===== config.mk =====
export PLATFORM = sky130hd
export DESIGN_NAME = mips3_instruction_decoder_flat
export DESIGN_NICKNAME = d
export VERILOG_FILES = /design/src/hdl/mips3_dec_pkg.sv /design/src/hdl/mips3_dec_if.sv /design/src/hdl/mips3_dec_logic.sv /design/src/hdl/mips3_instruction_decoder.sv /design/src/flat_wrapper.sv
export SDC_FILE = /design/constraint.sdc
export NUM_CORES = 1
export LEC_CHECK = 0
export ABC_AREA = 1
export BUFFER_PORTS_ARGS = -buffer_cell sky130_fd_sc_hd__buf_2
export CELL_PAD_IN_SITES_DETAIL_PLACEMENT = 1
export CELL_PAD_IN_SITES_GLOBAL_PLACEMENT = 2
export CORE_MARGIN = 4
export CORE_UTILIZATION = 30
export DETAILED_ROUTE_END_ITERATION = 10
export GPL_TIMING_DRIVEN = 0
export PLACE_DENSITY_LB_ADDON = 0.1
export SLEW_MARGIN = 15
export SYNTH_ARGS = -nofsm -noshare
export SYNTH_HDL_FRONTEND = slang
export SYNTH_SLANG_ARGS = --single-unit

===== constraint.sdc =====
create_clock -name clk_i -period 3.9 [get_ports clk_i]
set_clock_uncertainty 0.15 [all_clocks]
set_input_delay 0 -clock clk_i [delete_from_list [all_inputs] [get_ports clk_i]]
set_output_delay 0 -clock clk_i [all_outputs]
set_load 0.01 [all_outputs]

===== src/hdl/mips3_dec_pkg.sv =====
package mips3_dec_pkg;

  typedef enum logic [1:0] {
    FAULT_NONE     = 2'd0,
    FAULT_RESERVED = 2'd1,
    FAULT_COP_UNUS = 2'd2
  } fault_e;

  localparam logic [5:0] OPC_SPECIAL = 6'h00;
  localparam logic [5:0] OPC_REGIMM  = 6'h01;
  localparam logic [5:0] OPC_COP0    = 6'h10;
  localparam logic [5:0] OPC_COP1    = 6'h11;
  localparam logic [5:0] OPC_COP2    = 6'h12;
  localparam logic [5:0] OPC_COP3    = 6'h13;

  localparam logic [4:0] RS_COP0_CO  = 5'h10;
  localparam logic [4:0] RS_COP1_BC  = 5'h08;

  localparam logic [0:0] CFG_COP2 = 1'b0;
  localparam logic [0:0] CFG_COP3 = 1'b1;

  localparam logic [7:0] OP_COP2_BASE = 8'd43;
  localparam logic [7:0] OP_COP1_CMP  = 8'd22;

  typedef struct packed {
    logic [31:0] instruction_word;
  } dec_in_t;

  typedef struct packed {
    logic [7:0]  operation;
    logic [1:0]  fault_kind;
    logic [1:0]  fault_unit;
    logic        illegal_quiet;
    logic [4:0]  source_reg;
    logic [4:0]  target_reg;
    logic [4:0]  dest_reg;
    logic [4:0]  shift_amount;
    logic [15:0] immediate;
    logic [25:0] jump_target;
  } dec_out_t;

  function automatic logic [7:0] primary_op(input logic [5:0] c);
    logic [7:0] r;
    unique case (c)
      6'h20: r = 8'd51; 6'h24: r = 8'd52; 6'h37: r = 8'd53; 6'h1A: r = 8'd54;
      6'h1B: r = 8'd55; 6'h21: r = 8'd56; 6'h25: r = 8'd57; 6'h30: r = 8'd58;
      6'h34: r = 8'd59; 6'h23: r = 8'd60; 6'h22: r = 8'd61; 6'h26: r = 8'd62;
      6'h27: r = 8'd63; 6'h28: r = 8'd64; 6'h38: r = 8'd65; 6'h3C: r = 8'd66;
      6'h3F: r = 8'd67; 6'h2C: r = 8'd68; 6'h2D: r = 8'd69; 6'h29: r = 8'd70;
      6'h2B: r = 8'd71; 6'h2A: r = 8'd72; 6'h2E: r = 8'd73; 6'h08: r = 8'd74;
      6'h09: r = 8'd75; 6'h0C: r = 8'd76; 6'h18: r = 8'd77; 6'h19: r = 8'd78;
      6'h0F: r = 8'd79; 6'h0D: r = 8'd80; 6'h0A: r = 8'd81; 6'h0B: r = 8'd82;
      6'h0E: r = 8'd83; 6'h02: r = 8'd84; 6'h03: r = 8'd85; 6'h04: r = 8'd86;
      6'h14: r = 8'd87; 6'h07: r = 8'd88; 6'h17: r = 8'd89; 6'h06: r = 8'd90;
      6'h16: r = 8'd91; 6'h05: r = 8'd92; 6'h15: r = 8'd93; 6'h2F: r = 8'd94;
      6'h35: r = 8'd95; 6'h31: r = 8'd96; 6'h3D: r = 8'd97; 6'h39: r = 8'd98;
      default: r = 8'd0;
    endcase
    return r;
  endfunction

  function automatic logic [7:0] regimm_op(input logic [4:0] c);
    logic [7:0] r;
    unique case (c)
      5'h01: r = 8'd99;  5'h11: r = 8'd100; 5'h13: r = 8'd101; 5'h03: r = 8'd102;
      5'h00: r = 8'd103; 5'h10: r = 8'd104; 5'h12: r = 8'd105; 5'h02: r = 8'd106;
      5'h0C: r = 8'd107; 5'h08: r = 8'd108; 5'h09: r = 8'd109; 5'h0A: r = 8'd110;
      5'h0B: r = 8'd111; 5'h0E: r = 8'd112;
      default: r = 8'd0;
    endcase
    return r;
  endfunction

  function automatic logic [7:0] special_op(input logic [5:0] c);
    logic [7:0] r;
    unique case (c)
      6'h20: r = 8'd113; 6'h21: r = 8'd114; 6'h24: r = 8'd115; 6'h2C: r = 8'd116;
      6'h2D: r = 8'd117; 6'h2E: r = 8'd118; 6'h2F: r = 8'd119; 6'h27: r = 8'd120;
      6'h25: r = 8'd121; 6'h2A: r = 8'd122; 6'h2B: r = 8'd123; 6'h22: r = 8'd124;
      6'h23: r = 8'd125; 6'h26: r = 8'd126; 6'h38: r = 8'd127; 6'h14: r = 8'd128;
      6'h3C: r = 8'd129; 6'h3B: r = 8'd130; 6'h17: r = 8'd131; 6'h3F: r = 8'd132;
      6'h3A: r = 8'd133; 6'h16: r = 8'd134; 6'h3E: r = 8'd135; 6'h00: r = 8'd136;
      6'h04: r = 8'd137; 6'h03: r = 8'd138; 6'h07: r = 8'd139; 6'h02: r = 8'd140;
      6'h06: r = 8'd141; 6'h1E: r = 8'd142; 6'h1F: r = 8'd143; 6'h1A: r = 8'd144;
      6'h1B: r = 8'd145; 6'h1C: r = 8'd146; 6'h1D: r = 8'd147; 6'h18: r = 8'd148;
      6'h19: r = 8'd149; 6'h09: r = 8'd150; 6'h08: r = 8'd151; 6'h34: r = 8'd152;
      6'h30: r = 8'd153; 6'h31: r = 8'd154; 6'h32: r = 8'd155; 6'h33: r = 8'd156;
      6'h36: r = 8'd157; 6'h10: r = 8'd158; 6'h12: r = 8'd159; 6'h11: r = 8'd160;
      6'h13: r = 8'd161; 6'h0D: r = 8'd162; 6'h0F: r = 8'd163; 6'h0C: r = 8'd164;
      default: r = 8'd0;
    endcase
    return r;
  endfunction

  function automatic logic [7:0] cop0_fn_op(input logic [5:0] c);
    logic [7:0] r;
    unique case (c)
      6'h18: r = 8'd1; 6'h08: r = 8'd2; 6'h01: r = 8'd3; 6'h02: r = 8'd4;
      6'h06: r = 8'd5;
      default: r = 8'd0;
    endcase
    return r;
  endfunction

  function automatic logic [7:0] cop0_rs_op(input logic [4:0] c);
    logic [7:0] r;
    unique case (c)
      5'h01: r = 8'd6; 5'h05: r = 8'd7; 5'h00: r = 8'd8; 5'h04: r = 8'd9;
      default: r = 8'd0;
    endcase
    return r;
  endfunction

  function automatic logic [7:0] cop1_bc_op(input logic [4:0] c);
    logic [7:0] r;
    unique case (c)
      5'h00: r = 8'd10; 5'h02: r = 8'd11; 5'h01: r = 8'd12; 5'h03: r = 8'd13;
      default: r = 8'd0;
    endcase
    return r;
  endfunction

  function automatic logic [7:0] cop1_rs_op(input logic [4:0] c);
    logic [7:0] r;
    unique case (c)
      5'h02: r = 8'd14; 5'h03: r = 8'd15; 5'h06: r = 8'd16; 5'h07: r = 8'd17;
      5'h00: r = 8'd18; 5'h01: r = 8'd19; 5'h04: r = 8'd20; 5'h05: r = 8'd21;
      default: r = 8'd0;
    endcase
    return r;
  endfunction

  function automatic logic [7:0] cop1_fn_op(input logic [5:0] c);
    logic [7:0] r;
    unique case (c)
      6'h05: r = 8'd23; 6'h00: r = 8'd24; 6'h03: r = 8'd25; 6'h06: r = 8'd26;
      6'h02: r = 8'd27; 6'h07: r = 8'd28; 6'h04: r = 8'd29; 6'h01: r = 8'd30;
      6'h0A: r = 8'd31; 6'h0E: r = 8'd32; 6'h21: r = 8'd33; 6'h25: r = 8'd34;
      6'h20: r = 8'd35; 6'h24: r = 8'd36; 6'h0B: r = 8'd37; 6'h0F: r = 8'd38;
      6'h08: r = 8'd39; 6'h0C: r = 8'd40; 6'h09: r = 8'd41; 6'h0D: r = 8'd42;
      default: r = 8'd0;
    endcase
    return r;
  endfunction

endpackage


===== src/hdl/mips3_dec_if.sv =====
interface mips3_dec_in_if;
  logic                     valid;
  logic                     ready;
  mips3_dec_pkg::dec_in_t   payload;
  modport source (output valid, output payload, input ready);
  modport sink   (input valid, input payload, output ready);
endinterface

interface mips3_dec_out_if;
  logic                     valid;
  logic                     ready;
  mips3_dec_pkg::dec_out_t  payload;
  modport source (output valid, output payload, input ready);
  modport sink   (input valid, input payload, output ready);
endinterface


===== src/hdl/mips3_dec_logic.sv =====
// Combinational decode of one instruction word
module mips3_dec_logic (
  input  logic [31:0]            word_i,
  input  logic                   cop2_usable_i,
  input  logic                   cop3_usable_i,
  output mips3_dec_pkg::dec_out_t res_o
);
  logic [5:0] prim;
  logic [4:0] rs;
  logic [4:0] rt;
  logic [5:0] fn;
  logic [7:0] op;
  logic [1:0] fault;
  logic [1:0] unit;
  logic       quiet;

  assign prim = word_i[31:26];
  assign rs   = word_i[25:21];
  assign rt   = word_i[20:16];
  assign fn   = word_i[5:0];

  // opcode tree
  always_comb begin
    op    = 8'd0;
    fault = mips3_dec_pkg::FAULT_NONE;
    unit  = 2'd0;
    quiet = 1'b0;
    unique case (prim)
      mips3_dec_pkg::OPC_SPECIAL: begin
        op = mips3_dec_pkg::special_op(fn);
        if (op == 8'd0) fault = mips3_dec_pkg::FAULT_RESERVED;
      end
      mips3_dec_pkg::OPC_REGIMM: begin
        op = mips3_dec_pkg::regimm_op(rt);
        if (op == 8'd0) fault = mips3_dec_pkg::FAULT_RESERVED;
      end
      mips3_dec_pkg::OPC_COP0: begin
        if (rs == mips3_dec_pkg::RS_COP0_CO) begin
          op = mips3_dec_pkg::cop0_fn_op(fn);
          if (op == 8'd0) quiet = 1'b1;
        end else begin
          op = mips3_dec_pkg::cop0_rs_op(rs);
          if (op == 8'd0) fault = mips3_dec_pkg::FAULT_RESERVED;
        end
      end
      mips3_dec_pkg::OPC_COP1: begin
        if (rs == mips3_dec_pkg::RS_COP1_BC) begin
          op = mips3_dec_pkg::cop1_bc_op(rt);
          if (op == 8'd0) fault = mips3_dec_pkg::FAULT_RESERVED;
        end else if (mips3_dec_pkg::cop1_rs_op(rs) != 8'd0) begin
          op = mips3_dec_pkg::cop1_rs_op(rs);
        end else if (fn[5:4] == 2'b11) begin
          op = mips3_dec_pkg::OP_COP1_CMP;
        end else begin
          op = mips3_dec_pkg::cop1_fn_op(fn);
          if (op == 8'd0) quiet = 1'b1;
        end
      end
      mips3_dec_pkg::OPC_COP2: begin
        if (!rs[4] && !rs[3]) begin
          op = mips3_dec_pkg::OP_COP2_BASE + {5'd0, rs[2:0]};
        end else if (cop2_usable_i) begin
          fault = mips3_dec_pkg::FAULT_RESERVED;
        end else begin
          fault = mips3_dec_pkg::FAULT_COP_UNUS;
          unit  = 2'd2;
        end
      end
      mips3_dec_pkg::OPC_COP3: begin
        if (rs == 5'd0 || cop3_usable_i) begin
          fault = mips3_dec_pkg::FAULT_RESERVED;
        end else begin
          fault = mips3_dec_pkg::FAULT_COP_UNUS;
          unit  = 2'd3;
        end
      end
      default: begin
        op = mips3_dec_pkg::primary_op(prim);
        if (op == 8'd0) fault = mips3_dec_pkg::FAULT_RESERVED;
      end
    endcase
  end

  assign res_o.operation     = op;
  assign res_o.fault_kind    = fault;
  assign res_o.fault_unit    = unit;
  assign res_o.illegal_quiet = quiet;
  assign res_o.source_reg    = rs;
  assign res_o.target_reg    = rt;
  assign res_o.dest_reg      = word_i[15:11];
  assign res_o.shift_amount  = word_i[10:6];
  assign res_o.immediate     = word_i[15:0];
  assign res_o.jump_target   = word_i[25:0];
endmodule


===== src/hdl/mips3_instruction_decoder.sv =====
// Channel   Dir  Payload            Accepted when
// in_ch     in   instruction_word   valid && ready
// out_ch    out  decoded fields     valid && ready
// cfg       in   cop2/cop3 enables  cfg_we_i
//
// One item per cycle while the output is not stalled; each result is
// decoded between the input and result registers.
// Reset clears valids and both enables.
// Each stage advances when the one after it is empty or draining, so
// stalls on the output back up one stage at a time with no bubbles.
module mips3_instruction_decoder (
  input  logic        clk_i,
  input  logic        rst_ni,
  input  logic        cfg_we_i,
  input  logic        cfg_idx_i,
  input  logic        cfg_data_i,
  mips3_dec_in_if.sink    in_ch,
  mips3_dec_out_if.source out_ch
);
  logic                    in_vld_q;
  logic [31:0]             in_word_q;
  logic                    out_vld_q;
  mips3_dec_pkg::dec_out_t out_q;
  mips3_dec_pkg::dec_out_t res_d;
  logic                    cop2_q;
  logic                    cop3_q;
  logic                    out_adv;
  logic                    in_adv;

  assign out_adv     = !out_vld_q || out_ch.ready;
  assign in_adv      = !in_vld_q || out_adv;
  assign in_ch.ready = in_adv;

  // configuration enables
  always_ff @(posedge clk_i or negedge rst_ni) begin
    if (!rst_ni) begin
      cop2_q <= 1'b0;
      cop3_q <= 1'b0;
    end else if (cfg_we_i) begin
      if (cfg_idx_i == mips3_dec_pkg::CFG_COP2) cop2_q <= cfg_data_i;
      if (cfg_idx_i == mips3_dec_pkg::CFG_COP3) cop3_q <= cfg_data_i;
    end
  end

  // input register
  always_ff @(posedge clk_i or negedge rst_ni) begin
    if (!rst_ni) begin
      in_vld_q <= 1'b0;
    end else if (in_adv) begin
      in_vld_q <= in_ch.valid;
    end
  end

  always_ff @(posedge clk_i) begin
    if (in_adv && in_ch.valid) in_word_q <= in_ch.payload.instruction_word;
  end

  mips3_dec_logic u_logic (
    .word_i        (in_word_q),
    .cop2_usable_i (cop2_q),
    .cop3_usable_i (cop3_q),
    .res_o         (res_d)
  );

  // result register
  always_ff @(posedge clk_i or negedge rst_ni) begin
    if (!rst_ni) begin
      out_vld_q <= 1'b0;
    end else if (out_adv) begin
      out_vld_q <= in_vld_q;
    end
  end

  always_ff @(posedge clk_i) begin
    if (out_adv && in_vld_q) out_q <= res_d;
  end

  assign out_ch.valid   = out_vld_q;
  assign out_ch.payload = out_q;

  // a stalled result holds
  assert property (@(posedge clk_i) disable iff (!rst_ni)
    out_vld_q && !out_ch.ready |=> out_vld_q && $stable(out_q))
    else $error("result changed while stalled");
  // a full input stage behind a stalled output blocks new items
  assert property (@(posedge clk_i) disable iff (!rst_ni)
    in_vld_q && out_vld_q && !out_ch.ready |-> !in_ch.ready)
    else $error("input taken while pipeline full");
  // an unusable fault always names coprocessor 2 or 3
  assert property (@(posedge clk_i) disable iff (!rst_ni)
    out_vld_q && out_q.fault_kind == mips3_dec_pkg::FAULT_COP_UNUS
      |-> out_q.fault_unit[1])
    else $error("bad fault unit");
  // quiet flag and a fault never appear together
  assert property (@(posedge clk_i) disable iff (!rst_ni)
    out_vld_q && out_q.illegal_quiet |-> out_q.fault_kind == mips3_dec_pkg::FAULT_NONE
      && out_q.operation == 8'd0)
    else $error("quiet flag with fault");
endmodule

===== src/flat_wrapper.sv =====
// flat-port wrapper written by rule: the top's interface ports become plain ports
module mips3_instruction_decoder_flat 
  (clk_i, rst_ni, cfg_we_i, cfg_idx_i, cfg_data_i, in_ch_valid, in_ch_payload, in_ch_ready, out_ch_valid, out_ch_payload, out_ch_ready);
  mips3_dec_in_if in_ch_i ();
  mips3_dec_out_if out_ch_i ();
  input  logic clk_i;
  input  logic rst_ni;
  input  logic cfg_we_i;
  input  logic cfg_idx_i;
  input  logic cfg_data_i;
  input wire logic [$bits(in_ch_i.valid)-1:0] in_ch_valid;
  input wire logic [$bits(in_ch_i.payload)-1:0] in_ch_payload;
  output wire logic [$bits(in_ch_i.ready)-1:0] in_ch_ready;
  output wire logic [$bits(out_ch_i.valid)-1:0] out_ch_valid;
  output wire logic [$bits(out_ch_i.payload)-1:0] out_ch_payload;
  input wire logic [$bits(out_ch_i.ready)-1:0] out_ch_ready;
  assign in_ch_i.valid = in_ch_valid;
  assign in_ch_i.payload = in_ch_payload;
  assign in_ch_ready = in_ch_i.ready;
  assign out_ch_valid = out_ch_i.valid;
  assign out_ch_payload = out_ch_i.payload;
  assign out_ch_i.ready = out_ch_ready;
  mips3_instruction_decoder u_core (.clk_i(clk_i), .rst_ni(rst_ni), .cfg_we_i(cfg_we_i), .cfg_idx_i(cfg_idx_i), .cfg_data_i(cfg_data_i), .in_ch(in_ch_i), .out_ch(out_ch_i));
endmodule

---- Word-level counts from Yosys, hierarchy flattened ----
Memory sizes are Yosys's and may differ from the RTL's. A register that Yosys moved wholly into a read port is not among the register bits.
Cells that the tools add are included.
word-level totals
  word-level logic and storage cells ...... 121
  flip-flop bits (word level) ............. 111
  memories ................................ 6
  ROM bits ................................ 1648
operators by class
  multiplexer cells ....................... 54
  reductions and logical operators ........ 25
  equality and inequality tests ........... 19
  bitwise logic cells ..................... 1
  $add $sub $neg .......................... 1
memories
  name             words  bits a word  rd ports  clocked after Yosys merged registers in  wr ports  RTL line              text
  (no name shown)  64     8            1         1                                        0         mips3_dec_pkg.sv:76   unique case (c)
  (no name shown)  64     7            1         1                                        0         mips3_dec_pkg.sv:44   unique case (c)
  (no name shown)  64     6            1         1                                        0         mips3_dec_pkg.sv:135  unique case (c)
  (no name shown)  32     7            1         1                                        0         mips3_dec_pkg.sv:64   unique case (c)
  (no name shown)  8      5            1         1                                        0         mips3_dec_pkg.sv:125  unique case (c)
  (no name shown)  8      5            1         1                                        0         mips3_dec_pkg.sv:125
operators by type and width
  operator                                              number
  2-to-1 mux 8 bit                                      21
  logical NOT 8 bit                                     7
  case mux 8 bit (6 select lines)                       1
  case mux 4 bit (4 select lines)                       2
  equality test 6 x 5 -> 1 bit (second input constant)  5
  2-to-1 mux 6 bit                                      3
  case mux 3 bit (5 select lines)                       1
  2-to-1 mux 1 bit                                      13
  equality test 6 x 1 -> 1 bit (second input constant)  2
  2-to-1 mux 2 bit                                      6
  case mux 2 bit (6 select lines)                       1
  equality test 5 x 1 -> 1 bit (second input constant)  2
  equality test 5 x 2 -> 1 bit (second input constant)  2
  equality test 5 x 3 -> 1 bit (second input constant)  2
  logical NOT 5 bit                                     2
  nonzero test 8 bit                                    1
  adder 6 x 3 -> 7 bit (first input constant)           1
  2-to-1 mux 7 bit                                      1
  equality test 6 x 2 -> 1 bit (second input constant)  1
  equality test 6 x 3 -> 1 bit (second input constant)  1
  equality test 6 x 4 -> 1 bit (second input constant)  1
  logical NOT 6 bit                                     1
  2-to-1 mux 3 bit                                      2
  OR reduction 6 bit                                    1
  12 further kinds                                      20

---- Longest topological paths before layout ----
  word-level depth ........................ 14
  depth in mapped cells ................... 15
  mapped depth without buffers ............ 14

---- Cells and area by module ----
From an unflattened synthesis, not the netlist that was laid out.
second synthesis, totals
  cell total of the unflattened synthesis .. 743
  area, all modules ....................... 6602.6 um^2
by module, submodules not included
  module                     seq. area each (um^2)  area each (um^2)  cells an instance  times used
  mips3_instruction_decoder  3313.2                 3394.5            130                1
  mips3_dec_logic            0.0                    3208.1            613                1

---- Worst setup path after synthesis ----
Ideal clock, no wire load.
  kind .................................... register to register
  from .................................... register u_core.out_vld_q, in the netlist u_core.out_ch.valid
  to ...................................... register u_core.out_q (netlist bit u_core.out_ch.payload[0]) (enable)
  setup slack ............................. 0.882 ns
  required time ........................... 3.302 ns
  arrival ................................. 2.420 ns
  stages on the path, launching flop included .. 2
  cell sequence ........................... dfrtp_1 a21oi_1
between the ends
  cells in the longest elaborated chain, start to end .. 3
ends and longest elaborated chain
  element                 RTL line                         text
  start, declared         mips3_instruction_decoder.sv:22  logic out_vld_q;
  start signal, assigned  mips3_instruction_decoder.sv:70  out_vld_q <= in_vld_q;
  logical NOT 1 bit       mips3_instruction_decoder.sv:30  assign out_adv = !out_vld_q || out_ch.ready;
  logical OR 1 bit        mips3_instruction_decoder.sv:30
  logical AND 1 bit       mips3_instruction_decoder.sv:75  if (out_adv && in_vld_q) out_q <= res_d;
  end signal, assigned    mips3_instruction_decoder.sv:75
  end, declared           mips3_instruction_decoder.sv:23  mips3_dec_pkg::dec_out_t out_q;
Every way passes these cells.
A chain may end at the register's enable or synchronous reset.

==> impl_metrics.toml <==
[sta]
maxSlewViolCount = 0
hold-worst-slack_ns = 0.126
fmax_ghz = 0.353
rsz0062_at_grt = "false"
finalHoldViolations = 0
post-route-period-util_pct = 72.7
fin_crit_ns = 2.83
fin_setup_tns_ns = 0
setup_viol = 0
fin_ws_ns = 1.07
worst_pin_slew_ns = 0.876
max_slew_margin_pct = 41.5

[logic_synthesis]
synth.avg_cell_area_sq_um = 8.21
yosysWarnings = 0
synthesis.area_sq_um = 6230
ys_ff_latch = 107
seq_area_frac_synth_pct = 46.1
synthDistinctLibCells = 37
syn-instance-count = 759
synth_fp_nets = 826

[setup_path]
r2r_slack_ns = 1.07
critPathMaxFanout = 10
critPathArrivalTime_ns = 2.87
endpoint_kind = "register"
critPathKind = "register to register"
cp_data_required_time_ns = 3.94
crit_path_start_kind = "register"

[final_layout]
syn_to_final_growth_pct = 26.6
diodes = 0
drive_gt1_share_pct = 23.8
nets = 992
design_area_sq_um = 7890

[die]
num_rows = 52
dieArea_sq_um = 23100
dieHeight_microns = 152
fp.dieW_microns = 152
core_sq_um = 20300
num_io_pins = 116
start_util_pct = 30.7

[drt]
drtAntennaViolNets = 0
wl_met3_microns = 660
drc = 0
post_drt_wl_per_cell_microns = 17.3
num_vias = 5637
drt_iter0_markers = 241
routed.top_layer = "met4"
wl_microns = 20800
dr.pass1.iters = 5
wl_met1_microns = 9940
via_per_inst = 4.70
wl_met2_microns = 9850

[power]
combinationalPowerShare_pct = 26.6
p_per_area_nw_per_um2 = 421
clockPowerShare_pct = 29.8
p_seq_share_pct = 43.6
power.internal_uw = 2270
total_leakage_power_uw = 0.00370
swShare_pct = 31.8
p_sw_uw = 1060
ir_drop_mv = 0.195

[clock_network]
clkLatencyLatePin_ns = 0.35
ctsHoldBuffers = 39
cts_tree = "yes"
path_clk_slew_ns = 0.07
cts_resized = 0
cts_setup_buffers = 0
cts_num_sinks = 107
ctsRootBufferMaster = "clkbuf_16"
clockBufferDepth = 2
htree_levels = 3
cts_made_buffers = 9

[worst_hold_path]
hold_path.class = "primary input to register"

[flow_run]
drv_cap = 0

[global_routing]
grt_pass1_wl_microns = 33600
grt_usage_pct = 18.2
grt_antenna_before_repair = 0
grt_pass1_vias = 6039
grt_max_degree = 36
grt-ovfl-total = 0

[place]
portBuffers = 115
globalplace.congestion = 0.871
place_hpwl_microns = 16400
place_ws_ns = 1.09
placed_area_sq_um = 7170

[status]
status = "finished, final reports clean"
area by class of cell:
| cell class | instances | area (sq um) |
|---|---|---|
| buffer | 55 | 415 |
| clock inverter | 7 | 98.8 |
| timing repair buffer | 155 | 986 |
| inverter | 80 | 300 |
| sequential | 107 | 2870 |
| tap | 270 | 338 |
| multi-input combinational | 517 | 2650 |
| fill | 2487 | 12400 |
| clock buffer | 9 | 225 |
logic make-up after synthesis:
kind of cell               count (synthesis)  synth area share, %
AOI/OAI and AO/OA                         84                 7.73
adders and majority gates                 28                 5.62
buffers and inverters                    135                 11.5
DFF                                      107                 46.1
and+or+nand+nor                          405                 29.0
critical path: stages, from the launching register on:
cell,delay (ns)
dfrtp_1,0.46
nand3_4,0.19
nand2_4,0.15
buf_4,0.23
nand2_1,0.07
nand2_1,0.30
ha_1,0.32
inv_1,0.17
nand3_1,0.19
nand2_1,0.13
nor2_1,0.05
nor2_1,0.10
nand4_1,0.16
cell usage after synthesis, drive strengths merged:
cell type | n | area (sq um)
a21oi | 25 | 125
a22o | 1 | 8.76
a22oi | 3 | 22.5
a2bb2oi | 1 | 8.76
a31oi | 3 | 18.8
and2 | 1 | 6.26
buf | 55 | 415
clkinv | 1 | 3.75
dfrtp | 4 | 100
dfxtp | 32 | 641
edfxtp | 71 | 2130
ha | 28 | 350
inv | 79 | 297
nand2 | 209 | 830
nand3 | 89 | 463
nand3b | 8 | 60.1
nand4 | 14 | 87.6
nor2 | 68 | 268
nor3 | 5 | 25.0
nor4 | 6 | 37.5
o211ai | 5 | 37.5
o21ai | 40 | 215
o21bai | 2 | 15.0
o22ai | 2 | 12.5
o32ai | 2 | 17.5
or2 | 5 | 31.3
cell usage in the layout, fill, tap and decap left out, drive strengths merged, types with 25 or more instances in the layout:
cell         synthesis  layout
nand2              209     209
inv                 79      81
dlygate4sd3          0      39
a21oi               25      25
edfxtp              71      71
nand3               89      89
buf                 55     171
ha                  28      28
dfxtp               32      32
nor2                68      68
o21ai               40      40
routing by layer:
layer	GRT usage (%)	up-vias
li1	-	2823
met1	24.2	2692
met2	30.9	105
met3	3.10	17
met4	4.62	0
met5	0	-
final timing paths:
kind,from,end,cells past startpoint
max,u_core.out_ch.valid,register,12
min,in_ch_valid,u_core.in_vld_q,4
max reg2reg,u_core.out_ch.valid,register,12
min reg2reg,u_core.in_word_q[15],u_core.out_ch.payload[15],0
max in group asynchronous,rst_ni,u_core.in_vld_q,3
min in group asynchronous,rst_ni,u_core.cop2_q,3
power groups by stage:
stage | clock, uW | sequential (uW) | combinational, uW
final | 991 | 1450 | 884
after global routing | 1070 | 1470 | 991
after CTS | 1020 | 1450 | 895
after detailed placement | 0 | 1480 | 859
after global placement | 0 | 1470 | 838
after floorplan | 0 | 1470 | 522
per-stage QoR:
| step | total power, uW | util [%] | std cells |
|---|---|---|---|
| floorplan | 1990 | - | 759 |
| global placement | 2310 | 35.2 | 1144 |
| detailed placement | 2330 | 35.3 | 1145 |
| CTS | 3370 | 38.9 | 1200 |
| global route | 3530 | 38.9 | 1200 |
| finish | 3320 | 38.9 | 1200 |
Note: power is estimated with default switching activity, not from simulation.
